**config.mk**
```make
export PLATFORM = sky130hd
export DESIGN_NAME = pts_cell
export DESIGN_NICKNAME = d
export VERILOG_FILES = /design/src/rtl/pts_pkg.sv /design/src/rtl/pts_cell.sv
export SDC_FILE = /design/constraint.sdc
export NUM_CORES = 1
export LEC_CHECK = 0
export ABC_AREA = 1
export BUFFER_PORTS_ARGS = -buffer_cell sky130_fd_sc_hd__buf_2
export CELL_PAD_IN_SITES_DETAIL_PLACEMENT = 1
export CELL_PAD_IN_SITES_GLOBAL_PLACEMENT = 1
export CORE_MARGIN = 1
export CORE_UTILIZATION = 39
export DETAILED_ROUTE_END_ITERATION = 10
export PLACE_DENSITY = 0.95
export SETUP_SLACK_MARGIN = 0.05
export SLEW_MARGIN = 0
export SYNTH_ARGS = -nofsm -noshare
export SYNTH_HDL_FRONTEND = slang
export SYNTH_SLANG_ARGS = --single-unit
```
**constraint.sdc**
```tcl
create_clock -name clk_i -period 1.44 [get_ports clk_i]
set_clock_uncertainty 0.15 [all_clocks]
set_input_delay 0.144 -clock clk_i [delete_from_list [all_inputs] [get_ports clk_i]]
set_output_delay 0.144 -clock clk_i [all_outputs]
set_load 0.1 [all_outputs]
```
**src/rtl/pts_pkg.sv**
```systemverilog
`default_nettype none

package pts_pkg;

  // Field and register widths.
  localparam int unsigned TIME_BITS     = 32;
  localparam int unsigned AMP_BITS      = 16;
  localparam int unsigned COUNT_BITS    = 16;
  localparam int unsigned MAG_BITS      = AMP_BITS - 1;
  localparam int unsigned SPAN_BITS     = TIME_BITS + COUNT_BITS;
  localparam int unsigned CFG_IDX_BITS  = 3;
  localparam int unsigned CFG_DATA_BITS = TIME_BITS;

  // Number of remainder cells: one quotient bit per cell.
  localparam int unsigned N_CELLS = TIME_BITS;

  // Register indexes of the configuration port.
  localparam logic [CFG_IDX_BITS-1:0] REG_START_TIME    = 3'd0;
  localparam logic [CFG_IDX_BITS-1:0] REG_PERIOD_FIRST  = 3'd1;
  localparam logic [CFG_IDX_BITS-1:0] REG_PULSE_WIDTH   = 3'd2;
  localparam logic [CFG_IDX_BITS-1:0] REG_AMPLITUDE     = 3'd3;
  localparam logic [CFG_IDX_BITS-1:0] REG_COUNT_FIRST   = 3'd4;
  localparam logic [CFG_IDX_BITS-1:0] REG_PERIOD_SECOND = 3'd5;
  localparam logic [CFG_IDX_BITS-1:0] REG_COUNT_SECOND  = 3'd6;

  // Train codes on the output.
  localparam logic [1:0] TRAIN_NONE   = 2'd0;
  localparam logic [1:0] TRAIN_FIRST  = 2'd1;
  localparam logic [1:0] TRAIN_SECOND = 2'd2;

  // Configuration register contents.
  typedef struct packed {
    logic [TIME_BITS-1:0]  start_time;
    logic [TIME_BITS-1:0]  period_first;
    logic [TIME_BITS-1:0]  pulse_width;
    logic [MAG_BITS-1:0]   amplitude;
    logic [COUNT_BITS-1:0] count_first;
    logic [TIME_BITS-1:0]  period_second;
    logic [COUNT_BITS-1:0] count_second;
  } pts_cfg_t;

  // Data handed from one remainder cell to the next.
  typedef struct packed {
    logic [TIME_BITS-1:0] dvd1;
    logic [TIME_BITS-1:0] dvd2;
    logic [TIME_BITS-1:0] rem1;
    logic [TIME_BITS-1:0] rem2;
    logic                 win1;
    logic                 win2;
  } pts_cell_t;

endpackage

`default_nettype wire

```
**src/rtl/pts_cell.sv**
```systemverilog
`default_nettype none

module pts_cell import pts_pkg::*; (
  input  wire logic                 clk_i,
  input  wire logic                 rst_ni,
  input  wire logic                 adv_i,
  input  wire logic                 valid_i,
  input  wire pts_cell_t            data_i,
  input  wire logic [TIME_BITS-1:0] period_first_i,
  input  wire logic [TIME_BITS-1:0] period_second_i,
  output logic                      valid_o,
  output pts_cell_t                 data_o
);

  logic [TIME_BITS:0] trial1, trial2;
  logic [TIME_BITS:0] diff1, diff2;
  pts_cell_t          data_d, data_q;
  logic               valid_q;

  // One restoring step for each train: bring in the next dividend bit and
  // subtract the period when the partial remainder reaches it.
  always_comb begin
    trial1 = {data_i.rem1, data_i.dvd1[TIME_BITS-1]};
    trial2 = {data_i.rem2, data_i.dvd2[TIME_BITS-1]};
    diff1  = trial1 - {1'b0, period_first_i};
    diff2  = trial2 - {1'b0, period_second_i};
    data_d = data_i;
    data_d.dvd1 = data_i.dvd1 << 1;
    data_d.dvd2 = data_i.dvd2 << 1;
    data_d.rem1 = (trial1 >= {1'b0, period_first_i}) ? diff1[TIME_BITS-1:0]
                                                     : trial1[TIME_BITS-1:0];
    data_d.rem2 = (trial2 >= {1'b0, period_second_i}) ? diff2[TIME_BITS-1:0]
                                                      : trial2[TIME_BITS-1:0];
  end

  always_ff @(posedge clk_i or negedge rst_ni) begin
    if (!rst_ni) begin
      valid_q <= 1'b0;
    end else if (adv_i) begin
      valid_q <= valid_i;
    end
  end

  always_ff @(posedge clk_i) begin
    if (adv_i) begin
      data_q <= data_d;
    end
  end

  assign valid_o = valid_q;
  assign data_o  = data_q;

endmodule

`default_nettype wire

```
==> flow_metrics.py, run 1 <==
metrics = {
    "outcome": {
        "status": "stopped before the end",
        "lastStage": "clock tree synthesis",
        "tool.error": "[ERROR DPL-0033] detailed placement checks failed during check placement.",
    },
    "floorplan": {
        "start_util_pct": 40.0,
        "fp.dieH_um": 163,
        "rows": 58,
        "top_level_ports": 329,
        "die_x_um": 163,
    },
    "clocking": {
        "clock_path_buffers": 2,
        "cts_root_buf": "clkbuf_16",
        "postCtsSetupRepairBufs": 54,
        "clock-sinks": 129,
        "ctsResizeCount": 521,
        "htreeDepth": 4,
        "cts_buffers": 17,
        "ctsHoldBuffers": 109,
    },
    "synthesis": {
        "synth_top_area_share_pct": 38.0,
        "synth.most_common_cell": "nand2_1",
        "synth_seq_cells": 129,
        "ys_seq_area_share_pct": 38.2,
        "yosysWarnings": 0,
        "synth_edf_count": 128,
        "synth_cell_types": 34,
        "syn_inst": 1449,
        "synth_area_leaders": "edfxtp_1 (38%), nand2_1 (22%), inv_1 (11%)",
        "syn_avg_cell_area_sq_um": 6.99,
        "syn_area_sq_um": 10100,
        "synthArstFlopShare_pct": 0.775,
        "ys.flop_type": "edfxtp_1",
        "yosys.area.top_type": "edfxtp_1",
        "synth_common_cells": "nand2_1 (581), inv_1 (301), edfxtp_1 (128)",
    },
    "place": {
        "pre_cts_slack_ps": -909,
        "port_buffers": 326,
        "globalplace.congestion": 0.997,
        "dp_hpwl_um": 41300,
    },
}
[cells by family after synthesis]
family	after synthesis	share of synthesized area, %
buffers and inverters	325	12.8
AOI/OAI and AO/OA	44	2.25
muxes	1	0.111
DFF	129	38.2
and+or+nand+nor	854	35.8
xor gates and xnor gates	29	2.51
other	1	0.0370
adders and majority gates	66	8.31
[metrics by stage]
stage               cell area, sq um  std cells
detailed placement             15000       2294
global placement               15000       2294
floorplan                      11200       1450
==> run 2, diff against run 1 <==
--- a/config.mk
+++ b/config.mk
@@ -7,13 +7,10 @@
 export LEC_CHECK = 0
 export ABC_AREA = 1
 export BUFFER_PORTS_ARGS = -buffer_cell sky130_fd_sc_hd__buf_2
-export CELL_PAD_IN_SITES_DETAIL_PLACEMENT = 1
-export CELL_PAD_IN_SITES_GLOBAL_PLACEMENT = 1
 export CORE_MARGIN = 1
-export CORE_UTILIZATION = 39
+export CORE_UTILIZATION = 40
 export DETAILED_ROUTE_END_ITERATION = 10
-export PLACE_DENSITY = 0.95
-export SETUP_SLACK_MARGIN = 0.05
+export PLACE_DENSITY_LB_ADDON = 0.15
 export SLEW_MARGIN = 0
 export SYNTH_ARGS = -nofsm -noshare
 export SYNTH_HDL_FRONTEND = slang
==> run 2 against run 1 <==
Against the previous run:
- the flow now finishes, with violations (negative setup slack)
- synthesized area stayed put
- synthesized cell count did not move
==> flow_metrics.py, run 2 <==
metrics = {
    "worst_hold_path": {
        "whs_path_depth": 4,
        "hold-path-endpoint": "data_o[7]$_DFFE_PP_",
        "hp-class": "in2reg",
        "hold_start": "data_i[6]",
    },
    "timing": {
        "period_share_pct": 123,
        "hold_viol": 0,
        "finalSetupViolCount": 64,
        "worst_slack_ps": -326,
        "clock.fmax_mhz": 566,
        "tns_ps": -15750,
        "finalCriticalPeriod_ps": 1770,
        "drv_slew": 0,
        "rsz0062_at_grt": "true",
    },
    "pwr": {
        "p_switching_mw": 8.58,
        "netSwitchingFraction_pct": 45.2,
        "sequentialPowerShare_pct": 25.5,
        "p_comb_share_pct": 50.9,
        "ir_worst_vdd_mv": 0.772,
        "power.internal_mw": 10.4,
        "power_leakage_nw": 9.72,
        "power.share.clock_pct": 23.6,
        "p_per_area_nw_per_um2": 988,
    },
    "synthesis": {
        "syn_avg_cell_area_sq_um": 6.99,
        "yosysWarnings": 0,
        "synth_cell_types": 34,
        "synth_edf_count": 128,
        "ys_seq_area_share_pct": 38.2,
        "ys.flop_type": "edfxtp_1",
        "syn_inst": 1449,
        "synth_area_leaders": "edfxtp_1 (38%), nand2_1 (22%), inv_1 (11%)",
        "synth.most_common_cell": "nand2_1",
        "yosys.area.top_type": "edfxtp_1",
        "synth_common_cells": "nand2_1 (581), inv_1 (301), edfxtp_1 (128)",
        "syn_area_sq_um": 10100,
        "synthArstFlopShare_pct": 0.775,
        "synth_top_area_share_pct": 38.0,
        "synth_seq_cells": 129,
    },
    "finish": {
        "drive_above_1_share_pct": 50.9,
        "syn_to_final_growth_pct": 89.7,
        "fill_cells": 1679,
        "regArea_sq_um": 3870,
        "multiInputGateArea_sq_um": 7190,
        "stdcell_count": 2511,
        "nNetsFinal": 2434,
        "layout_commonest_cell": "nand2_1",
        "largest_reg_flops": 128,
        "final_cell_mix": "nand2_1 (377), buf_4 (367), inv_1 (238)",
    },
    "floorplan": {
        "rows": 57,
        "start_util_pct": 41.1,
        "top_level_ports": 329,
        "die_area_sq_um": 25900,
        "die_x_um": 161,
        "core_area_sq_um": 24600,
        "fp.dieH_um": 161,
    },
    "place": {
        "port_buffers": 326,
        "globalplace.congestion": 0.956,
        "pre_cts_slack_ps": -817,
        "dp_hpwl_um": 28100,
        "place_inst": 2289,
    },
    "worst_setup_path": {
        "r2r-end": "valid_o$_DFFE_PN0P_",
        "worstSetupPathType": "in2reg",
        "cp-end-kind": "flop",
        "critPathRequiredTime_ps": 1480,
        "critPathArrivalTime_ps": 1800,
        "r2r-start": "valid_o$_DFFE_PN0P_",
        "critPathMaxFanout": 8,
        "r2r_slack_ps": 510,
        "worst_r2r_path_depth": 1,
        "startpoint_type": "input pin",
    },
    "route": {
        "met1_length_um": 16700,
        "wirelength_um": 42100,
        "top_layer_used": "met4",
        "met3_wirelength_um": 2510,
        "first_pass_iters": 7,
        "wl_met2_um": 21100,
        "antenna_left": 0,
        "routed_via_density": 4.92,
        "drc": 0,
        "drt-wirelength-per-cell_um": 16.8,
        "dr.first_iter.drc_count": 732,
        "vias": 12349,
    },
    "outcome": {
        "violations": "negative setup slack",
        "status": "finished, violations left",
    },
    "clocking": {
        "cts_buffers": 17,
        "clock_path_buffers": 2,
        "clock-sinks": 129,
        "htreeDepth": 4,
        "clkLatencyLatePin_ps": 420,
        "cts_tree": "yes",
        "cts_root_buf": "clkbuf_16",
        "clk_pin_slew_ps": 70,
    },
    "global_routing": {
        "grt_pass1_wl_um": 61800,
        "grt_max_degree": 49,
        "antenna_found_initial": 4,
        "first_global_vias": 12159,
        "gr-total-overflow": 0,
        "grtUsageTotal_pct": 30.6,
    },
    "run": {
        "drv_cap": 0,
    },
}
==> run 2: cell counts after synthesis <==
No cell type changed its count.
==> run 2: per-stage QoR <==
step | utilization (%) | hold slack (ps) | instance area (sq um) | power (mW)
5_1_grt | 78.0 | 10.7 | 19200 | 19.7
3_5_place_dp | 60.6 | -229 | 14900 | 12.7
6_report | 78.0 | 14.3 | 19200 | 19.0
4_1_cts | 75.1 | 1.18 | 18500 | 18.4
2_1_floorplan | - | -302 | 11200 | 10.4
3_3_place_gp | 60.6 | -231 | 14900 | 12.7
==> run 2: cell families after synthesis <==
| group | Yosys count | synth area share, % |
|---|---|---|
| mux | 1 | 0.111 |
| simple gates | 854 | 35.8 |
| compound gates | 44 | 2.25 |
| buf+inv | 325 | 12.8 |
| flops | 129 | 38.2 |
| xor+xnor | 29 | 2.51 |
| fa+ha+maj | 66 | 8.31 |
| other cells | 1 | 0.0370 |
==> run 2: power groups by stage <==
stage                     clock (mW)  combinational [mW]  sequential (mW)
after floorplan                    0                2.39             7.97
after global placement             0                7.78             4.87
after detailed placement           0                7.85             4.88
after CTS                       4.53                9.08             4.83
after global routing            4.65                10.1             4.87
final                           4.47                9.66             4.84
==> run 2: layer usage <==
metal  vias to the layer above  global-route usage, %
li1                       5937                      -
met1                      5788                   36.3
met2                       502                   54.0
met3                       122                   4.80
met4                         0                   14.5
met5                         -                      0
==> run 2: cell type report <==
cell class	count	area share, %
timing repair buffer	719	30.7
clock inverter	15	0.854
tap	324	2.11
antenna	4	0.0521
multi-input combinational	999	37.4
inverter	304	6.46
sequential	129	20.1
clock buffer	17	2.22
==> run 2: worst max-delay path: stages <==
cell     delay, ps
buf_6          100
inv_4           50
ha_4           210
nand2_2         60
nand2_2         60
nand2_2         70
nand2_2         70
nand2_2         70
nand2_2         70
nand2_2         80
nand3_2         90
nor2_4         150
buf_12         180
buf_8          120
nand2_8        110
nand2_2         90
nand2_1         50
==> run 2: how the worst max path moves through the flow <==
| stage | from | to | cells past startpoint |
|---|---|---|---|
| after floorplan | period_first_i[2] | data_o[35]$_DFFE_PP_ | 16 |
| after global placement | period_first_i[17] | data_o[51]$_DFFE_PP_ | 13 |
| after detailed placement | period_first_i[19] | data_o[47]$_DFFE_PP_ | 15 |
| after CTS | data_i[53] | data_o[47]$_DFFE_PP_ | 16 |
| after global routing | period_first_i[20] | data_o[46]$_DFFE_PP_ | 17 |
| final | period_first_i[18] | data_o[36]$_DFFE_PP_ | 17 |
==> run 2: what timing repair did <==
item                                    in CTS  in global routing
endpoints found under the setup margin     183                 70
hold buffers                               113                  0
hold endpoints to repair                   119                  0
gates resized for setup                    399                170
setup buffers                               52                  9
pin swaps                                   85                 72
gates cloned                                 8                  4
(Power assumes the default switching activity.)
