--- src/rtl/pts_pkg.sv ---
`default_nettype none

package pts_pkg;

  // Field and register widths.
  localparam int unsigned TIME_BITS     = 32;
  localparam int unsigned AMP_BITS      = 16;
  localparam int unsigned COUNT_BITS    = 16;
  localparam int unsigned MAG_BITS      = AMP_BITS - 1;
  localparam int unsigned SPAN_BITS     = TIME_BITS + COUNT_BITS;
  localparam int unsigned CFG_IDX_BITS  = 3;
  localparam int unsigned CFG_DATA_BITS = TIME_BITS;

  // Number of remainder cells: one quotient bit per cell.
  localparam int unsigned N_CELLS = TIME_BITS;

  // Register indexes of the configuration port.
  localparam logic [CFG_IDX_BITS-1:0] REG_START_TIME    = 3'd0;
  localparam logic [CFG_IDX_BITS-1:0] REG_PERIOD_FIRST  = 3'd1;
  localparam logic [CFG_IDX_BITS-1:0] REG_PULSE_WIDTH   = 3'd2;
  localparam logic [CFG_IDX_BITS-1:0] REG_AMPLITUDE     = 3'd3;
  localparam logic [CFG_IDX_BITS-1:0] REG_COUNT_FIRST   = 3'd4;
  localparam logic [CFG_IDX_BITS-1:0] REG_PERIOD_SECOND = 3'd5;
  localparam logic [CFG_IDX_BITS-1:0] REG_COUNT_SECOND  = 3'd6;

  // Train codes on the output.
  localparam logic [1:0] TRAIN_NONE   = 2'd0;
  localparam logic [1:0] TRAIN_FIRST  = 2'd1;
  localparam logic [1:0] TRAIN_SECOND = 2'd2;

  // Configuration register contents.
  typedef struct packed {
    logic [TIME_BITS-1:0]  start_time;
    logic [TIME_BITS-1:0]  period_first;
    logic [TIME_BITS-1:0]  pulse_width;
    logic [MAG_BITS-1:0]   amplitude;
    logic [COUNT_BITS-1:0] count_first;
    logic [TIME_BITS-1:0]  period_second;
    logic [COUNT_BITS-1:0] count_second;
  } pts_cfg_t;

  // Data handed from one remainder cell to the next.
  typedef struct packed {
    logic [TIME_BITS-1:0] dvd1;
    logic [TIME_BITS-1:0] dvd2;
    logic [TIME_BITS-1:0] rem1;
    logic [TIME_BITS-1:0] rem2;
    logic                 win1;
    logic                 win2;
  } pts_cell_t;

endpackage

`default_nettype wire

--- src/rtl/pts_cfg.sv ---
`default_nettype none

module pts_cfg import pts_pkg::*; (
  input  wire logic                     clk_i,
  input  wire logic                     rst_ni,
  input  wire logic                     cfg_we_i,
  input  wire logic [CFG_IDX_BITS-1:0]  cfg_idx_i,
  input  wire logic [CFG_DATA_BITS-1:0] cfg_data_i,
  output pts_cfg_t                      cfg_o
);

  pts_cfg_t cfg_d, cfg_q;

  // Decode the write; unknown indexes are ignored and upper bits dropped.
  always_comb begin
    cfg_d = cfg_q;
    if (cfg_we_i) begin
      case (cfg_idx_i)
        REG_START_TIME:    cfg_d.start_time    = cfg_data_i[TIME_BITS-1:0];
        REG_PERIOD_FIRST:  cfg_d.period_first  = cfg_data_i[TIME_BITS-1:0];
        REG_PULSE_WIDTH:   cfg_d.pulse_width   = cfg_data_i[TIME_BITS-1:0];
        REG_AMPLITUDE:     cfg_d.amplitude     = cfg_data_i[MAG_BITS-1:0];
        REG_COUNT_FIRST:   cfg_d.count_first   = cfg_data_i[COUNT_BITS-1:0];
        REG_PERIOD_SECOND: cfg_d.period_second = cfg_data_i[TIME_BITS-1:0];
        REG_COUNT_SECOND:  cfg_d.count_second  = cfg_data_i[COUNT_BITS-1:0];
        default: ;
      endcase
    end
  end

  always_ff @(posedge clk_i or negedge rst_ni) begin
    if (!rst_ni) begin
      cfg_q.start_time    <= '0;
      cfg_q.period_first  <= '0;
      cfg_q.pulse_width   <= '0;
      cfg_q.amplitude     <= '0;
      cfg_q.count_first   <= COUNT_BITS'(1);
      cfg_q.period_second <= '0;
      cfg_q.count_second  <= '0;
    end else begin
      cfg_q <= cfg_d;
    end
  end

  assign cfg_o = cfg_q;

endmodule

`default_nettype wire

--- config.mk ---
export PLATFORM = sky130hd
export DESIGN_NAME = pts_cfg
export DESIGN_NICKNAME = d
export VERILOG_FILES = /design/src/rtl/pts_pkg.sv /design/src/rtl/pts_cfg.sv
export SDC_FILE = /design/constraint.sdc
export NUM_CORES = 1
export LEC_CHECK = 0
export BUFFER_PORTS_ARGS = -buffer_cell sky130_fd_sc_hd__buf_2
export CORE_MARGIN = 10
export CORE_UTILIZATION = 46
export CTS_CLUSTER_SIZE = 8
export DETAILED_ROUTE_END_ITERATION = 6
export GPL_ROUTABILITY_DRIVEN = 0
export PLACE_DENSITY = 0.85
export REMOVE_ABC_BUFFERS = 1
export SYNTH_ARGS = -nofsm -noshare
export SYNTH_HDL_FRONTEND = slang
export SYNTH_SLANG_ARGS = --single-unit
--- constraint.sdc ---
create_clock -name clk_i -period 0.8 [get_ports clk_i]
set_input_delay 0.04 -clock clk_i [delete_from_list [all_inputs] [get_ports clk_i]]
set_output_delay 0.04 -clock clk_i [all_outputs]
set_load 0.01 [all_outputs]
==> flow_summary.ini, run 1 <==
[placed_design]
port_buffers = 212
dp_hpwl_um = 12650
post-place-ws_ns = -0.5300
placed_area_um2 = 8238

[worst_setup_path]
endpoint_kind = output pin
critPathMaxFanout = 2
critPathBufInv = 1
arrival_ns = 1.06
path_class = flip-flop to output pin
cp-start-kind = flip-flop
max_stage_delay_ns = 0.54
cp_top_family = flip-flops
worst-path-stages = 1
path_cells = buf_6
cp_slowest_cell = dfstp_2
cp.required_ns = 0.76
reg2reg_depth = 2

[power_and_ir_drop]
switching_share = 0.2817
power_density_nw_per_um2 = 2795
internal-power_mw = 21.18
leakage_nw = 5.128
p_seq_frac = 0.415
p_clk_frac = 0.280
power_frac_comb = 0.304
peakVddDrop_uv = 1659
p_sw_mw = 8.306

[global_routing]
grt_pass1_vias = 5239
grt_antenna_before_repair = 0
grt_max_degree = 36
overflow = 0
grt_use_total = 0.1953
grt_pass1_wl_um = 30440

[finish]
final_util = 0.7286
largest_register_ffs = 175
diodes = 0
design_area_um2 = 10550
drive_above_1_share = 0.7117
finalNetCount = 757
syn2layout_area_growth_pct = 56.30

[logic_synthesis]
synth_most_common_cell = dfrtp_1
ys_async_sr_fraction = 1.000
ys_seq_area_frac = 0.6491
netlist_instances = 379
synth.distinct_cells = 16
synth.largest_area_cell = dfrtp_1
ys_ff_latch = 175
ys_warn_count = 0
synth_edf_count = 0
synth_top_area_frac = 0.6452
synth_area_leaders = dfrtp_1, mux2_2, mux2_4
synth_ff_type = dfrtp_1
netlist_area_um2 = 6749
ys_top_cells_by_count = dfrtp_1, mux2_2, mux2_4, mux2_1, buf_2
postSynthAreaPerCell_um2 = 17.81

[routing]
dr.first_iter.drc_count = 186
wl_per_cell_um = 22.74
drt_pre_antenna_iters = 4
antenna_left = 0
viasPerCell = 5.017
drc_errors = 0
vias = 4596
wl_um = 20830

[floorplan]
die_w_um = 141.1
core_um2 = 14480
rows = 44
start_util = 0.4661
die_h_um = 141.1
dieArea_um2 = 19920
ioPinCount = 213

[sta]
worst_slack_ns = -0.3003
slew_viol_final = 0
period_needed_ns = 1.100
fin_hold_ws_ns = 0.05322
worst_pin_slew_ns = 0.3893
grt_setup_unrepaired = yes
max_freq_mhz = 908.9
finalSetupViolCount = 248
fin_crit_sh = 1.375
hold_viol = 0
max_slew_margin = 0.7405
fin_skew_ns = 0
final.setup.tns_ns = -39.37

[clock_network]
clock_latency_ns = 0.42
clkSlewWorstSetupHoldPaths_ns = 0.07
numCtsBuffers = 17
cts_tree = done
cts_root_buf = clkbuf_16
htreeDepth = 4
max-clock-path-buffers = 2
cts_sinks = 175

[hold_path]
min_delay_path_depth = 3
min_path_type = input port to flip-flop

[job]
cap_violations = 0

[run_status]
violations = setup timing
status = finished with violations
metal layers:
| metal | wire, um | track usage | vias to the layer above |
|---|---|---|---|
| li1 | - | - | 2030 |
| met1 | 7867 | 0.2233 | 2372 |
| met2 | 11010 | 0.3295 | 162 |
| met3 | 1581 | 0.07356 | 32 |
| met4 | 372 | 0.06359 | 0 |
| met5 | 0 | 0 | - |
final timing paths:
kind	startpoint	endpoint	slack, ns
min reg2reg	cfg_o[71]$_DFFE_PN0P_	cfg_o[71]$_DFFE_PN0P_	0.50
min	cfg_idx_i[0]	cfg_o[1]$_DFFE_PN0P_	0.05
max in group asynchronous	rst_ni	cfg_o[123]$_DFFE_PN0P_	0.18
max	cfg_o[48]$_DFFE_PN1P_	cfg_o[48]	-0.30
max reg2reg	cfg_o[156]$_DFFE_PN0P_	cfg_o[156]$_DFFE_PN0P_	-0.12
min in group asynchronous	rst_ni	cfg_o[24]$_DFFE_PN0P_	0.12
cell type report:
class                           count  area [um^2]
Tap cell                          184        230.2
Multi-Input combinational cell    182         2308
Fill cell                         819         3930
Clock buffer                       20        456.7
Sequential cell                   175         4380
Timing Repair Buffer              343         3039
Clock inverter                     12        133.9
placed cells by master, fill, tap and decap left out:
cell           netlist  routed
bufinv_16            0       2
dfstp_2              1       1
mux2_2             135     112
mux2_4              30      61
clkbuf_1             0       1
nand4b_1             1       1
clkbuf_16            0      17
and4bb_2             2       3
clkinv_4             0       2
clkinvlp_4           0       2
clkbuf_8             0       2
mux2_1              10       2
buf_8                3       1
nor4b_4              1       1
clkinv_2             0       3
buf_16               0       1
nand4b_4             1       1
buf_6                3     125
nand4b_2             1       1
buf_4                7      41
buf_2                8     126
dfrtp_1            174     174
inv_6                0       3
dlygate4sd3_1        0      33
buf_12               0      16
power by group through the flow:
stage	Combinational, mW	Clock [mW]	Sequential [mW]
after floorplan	1.99	0	12.8
after global placement	5.97	0	11.9
after CTS	7.88	8.36	12.0
after global routing	9.55	8.79	12.4
after detailed placement	6.19	0	12.0
final	8.98	8.26	12.3
metrics by stage:
step                      total power [mW]  std cells
after floorplan                      14.83        357
after global placement               17.84        782
after detailed placement             18.19        782
after CTS                            28.20        901
after global routing                 30.78        916
final                                29.49        916
worst reg2reg max path, delay by kind of cell, from the launching register on:
family / cells / cell delay [ns]
multiplexers: 1 / 0.25
flip-flops: 1 / 0.42
buffers and inverters: 1 / 0.14
cells by family (layout without fill, tap and decap cells):
logic type | Yosys count | in the layout | synth area share
mux | 175 | 175 | 0.3087
flops | 175 | 175 | 0.6491
buf+inv | 22 | 375 | 0.02614
simple gates | 7 | 7 | 0.01613
what timing repair did:
action / CTS / global route
hold endpoints to repair: 350 / 0
resized for setup: 77 / 101
pin swaps: 1 / 2
gates cloned: 3 / 0
buffers inserted: 51 / 21
hold buffers: 33 / 0
setup endpoints to repair: 223 / 291
No activity file was read; power rests on OpenSTA's default activity.
==> inputs of run 2 (changes only) <==
CORE_UTILIZATION = 55   (was 46)
PLACE_DENSITY = 0.94   (was 0.85)
RECOVER_POWER = 100   (was not set)
clock period = 1.4 ns   (was 0.8 ns; I/O delays follow)
==> run 2 against run 1 <==
  * Highest routed layer unchanged
  * Combinational power shrank 66%
  * Global-route usage up 1.7 points
  * Largest cell class unchanged
  * Routed wire length decreased by 14%
  * Clock power down 41%
  * The flow now finishes without violations
==> flow_summary.ini, run 2 (synthesized netlist as in run 1, its figures left out) <==
[global_routing]
grt_max_degree = 49
grt_pass1_wl_um = 27310
overflow = 0
grt_pass1_vias = 4725
grt_use_total = 0.2121
grt_antenna_before_repair = 0

[finish]
diodes = 0
finalNetCount = 676
largest_register_ffs = 175
syn2layout_area_growth_pct = 27.75
finalNonFillerCells = 796
drive_above_1_share = 0.3421
fillCellCount = 850
final_cell_mix = clkbuf_1, dfrtp_1, mux2_2
final_common_cell = clkbuf_1
design_area_um2 = 8622

[placed_design]
placed_area_um2 = 8114
port_buffers = 212
dp_hpwl_um = 12360
post-place-ws_ns = -0.03286
post-place-cells = 733

[clock_network]
post_cts_buffers = 0
max-clock-path-buffers = 2
cts_root_buf = clkbuf_16
htreeDepth = 4
clock_latency_ns = 0.42
clkSlewWorstSetupHoldPaths_ns = 0.06
cts_tree = done
cts_sinks = 175
numCtsBuffers = 17

[worst_setup_path]
cp_slowest_cell = dfstp_2
path_class = flip-flop to output pin
cp-start-kind = flip-flop
arrival_ns = 1.12
critPathMaxFanout = 2
cp_top_family = flip-flops
max_stage_delay_ns = 0.54
endpoint_kind = output pin
path_cells = clkbuf_1
critPathBufInv = 1
cp.required_ns = 1.33

[floorplan]
die_h_um = 130.8
ioPinCount = 213
dieArea_um2 = 17100
rows = 40
core_um2 = 12010
start_util = 0.5619
die_w_um = 130.8

[sta]
fin_skew_ns = 0
fin_crit_sh = 0.8511
grt_setup_unrepaired = no
period_needed_ns = 1.192
worst_slack_ns = 0.2084
worst_pin_slew_ns = 0.7535
max_slew_margin = 0.4977
max_freq_mhz = 839.2
slew_viol_final = 0
finalSetupViolCount = 0
hold_viol = 0

[routing]
drc_errors = 0
dr_wl_met2_um = 9314
wl_met1_um = 6688
highest_layer = met4
dr.first_iter.drc_count = 208
vias = 4253
antenna_left = 0
drt_pre_antenna_iters = 4
viasPerCell = 5.343
wl_um = 17840
wl_met3_um = 1391
wl_per_cell_um = 22.41

[power_and_ir_drop]
leakage_nw = 3.766
power_density_nw_per_um2 = 1714
peakVddDrop_uv = 1110

[job]
cap_violations = 0

[run_status]
status = finished, final reports clean

[hold_path]
min_path_type = input port to async pin
[run 2: through the flow]
step	hold WS, ns	utilization	TNS, ns	power (mW)
after global placement	0.04279	0.6755	0	10.16
after global routing	0.2994	0.7178	0	15.49
after CTS	0.1760	0.7532	0	15.34
final	0.2918	0.7178	0	14.78
after detailed placement	0.05811	0.6755	-0.3372	10.38
after floorplan	-0.2256	-	-43.71	8.472
[run 2: area by class of cell]
cell class / instances / area, um^2 / area share
clock buffer: 23 / 467.9 / 0.05427
clock inverter: 7 / 135.1 / 0.01567
multi-input combinational: 182 / 2073 / 0.2405
sequential: 175 / 4380 / 0.5081
tap: 147 / 183.9 / 0.02133
timing repair buffer: 262 / 1381 / 0.1602
[run 2: per-layer routing]
metal  track usage  vias up
li1              -     1863
met1        0.2318     2200
met2        0.3744      154
met3       0.07010       36
met4       0.08110        0
met5             0        -
[run 2: where the power goes]
part           internal, mW  leakage, nW  switching, mW
sequential             6.18         2.10          0.667
clock                  3.05        0.297           1.79
combinational          1.37         1.37           1.71
total                  10.6         3.77           4.17
[run 2: path summary, 6_finish.rpt]
path | slack [ns] | depth (start not counted) | from | to
min in group clk_i | 0.29 | 4 | cfg_idx_i[2] | cfg_o[155]$_DFFE_PN0P_
setup reg to reg | 0.57 | 1 | cfg_o[149]$_DFFE_PN0P_ | cfg_o[149]$_DFFE_PN0P_
hold reg to reg | 0.49 | 1 | cfg_o[173]$_DFFE_PN0P_ | cfg_o[173]$_DFFE_PN0P_
max in group asynchronous | 0.36 | 3 | rst_ni | cfg_o[106]$_DFFE_PN0P_
hold / removal | 0.29 | 2 | rst_ni | cfg_o[103]$_DFFE_PN0P_
setup / recovery | 0.21 | 1 | cfg_o[48]$_DFFE_PN1P_ | cfg_o[48]
[run 2: repair_timing]
| item | 4_1_cts | 5_1_grt |
|---|---|---|
| gates resized for setup | 0 | 0 |
| hold endpoints to repair | 260 | 0 |
| hold buffers | 33 | 0 |
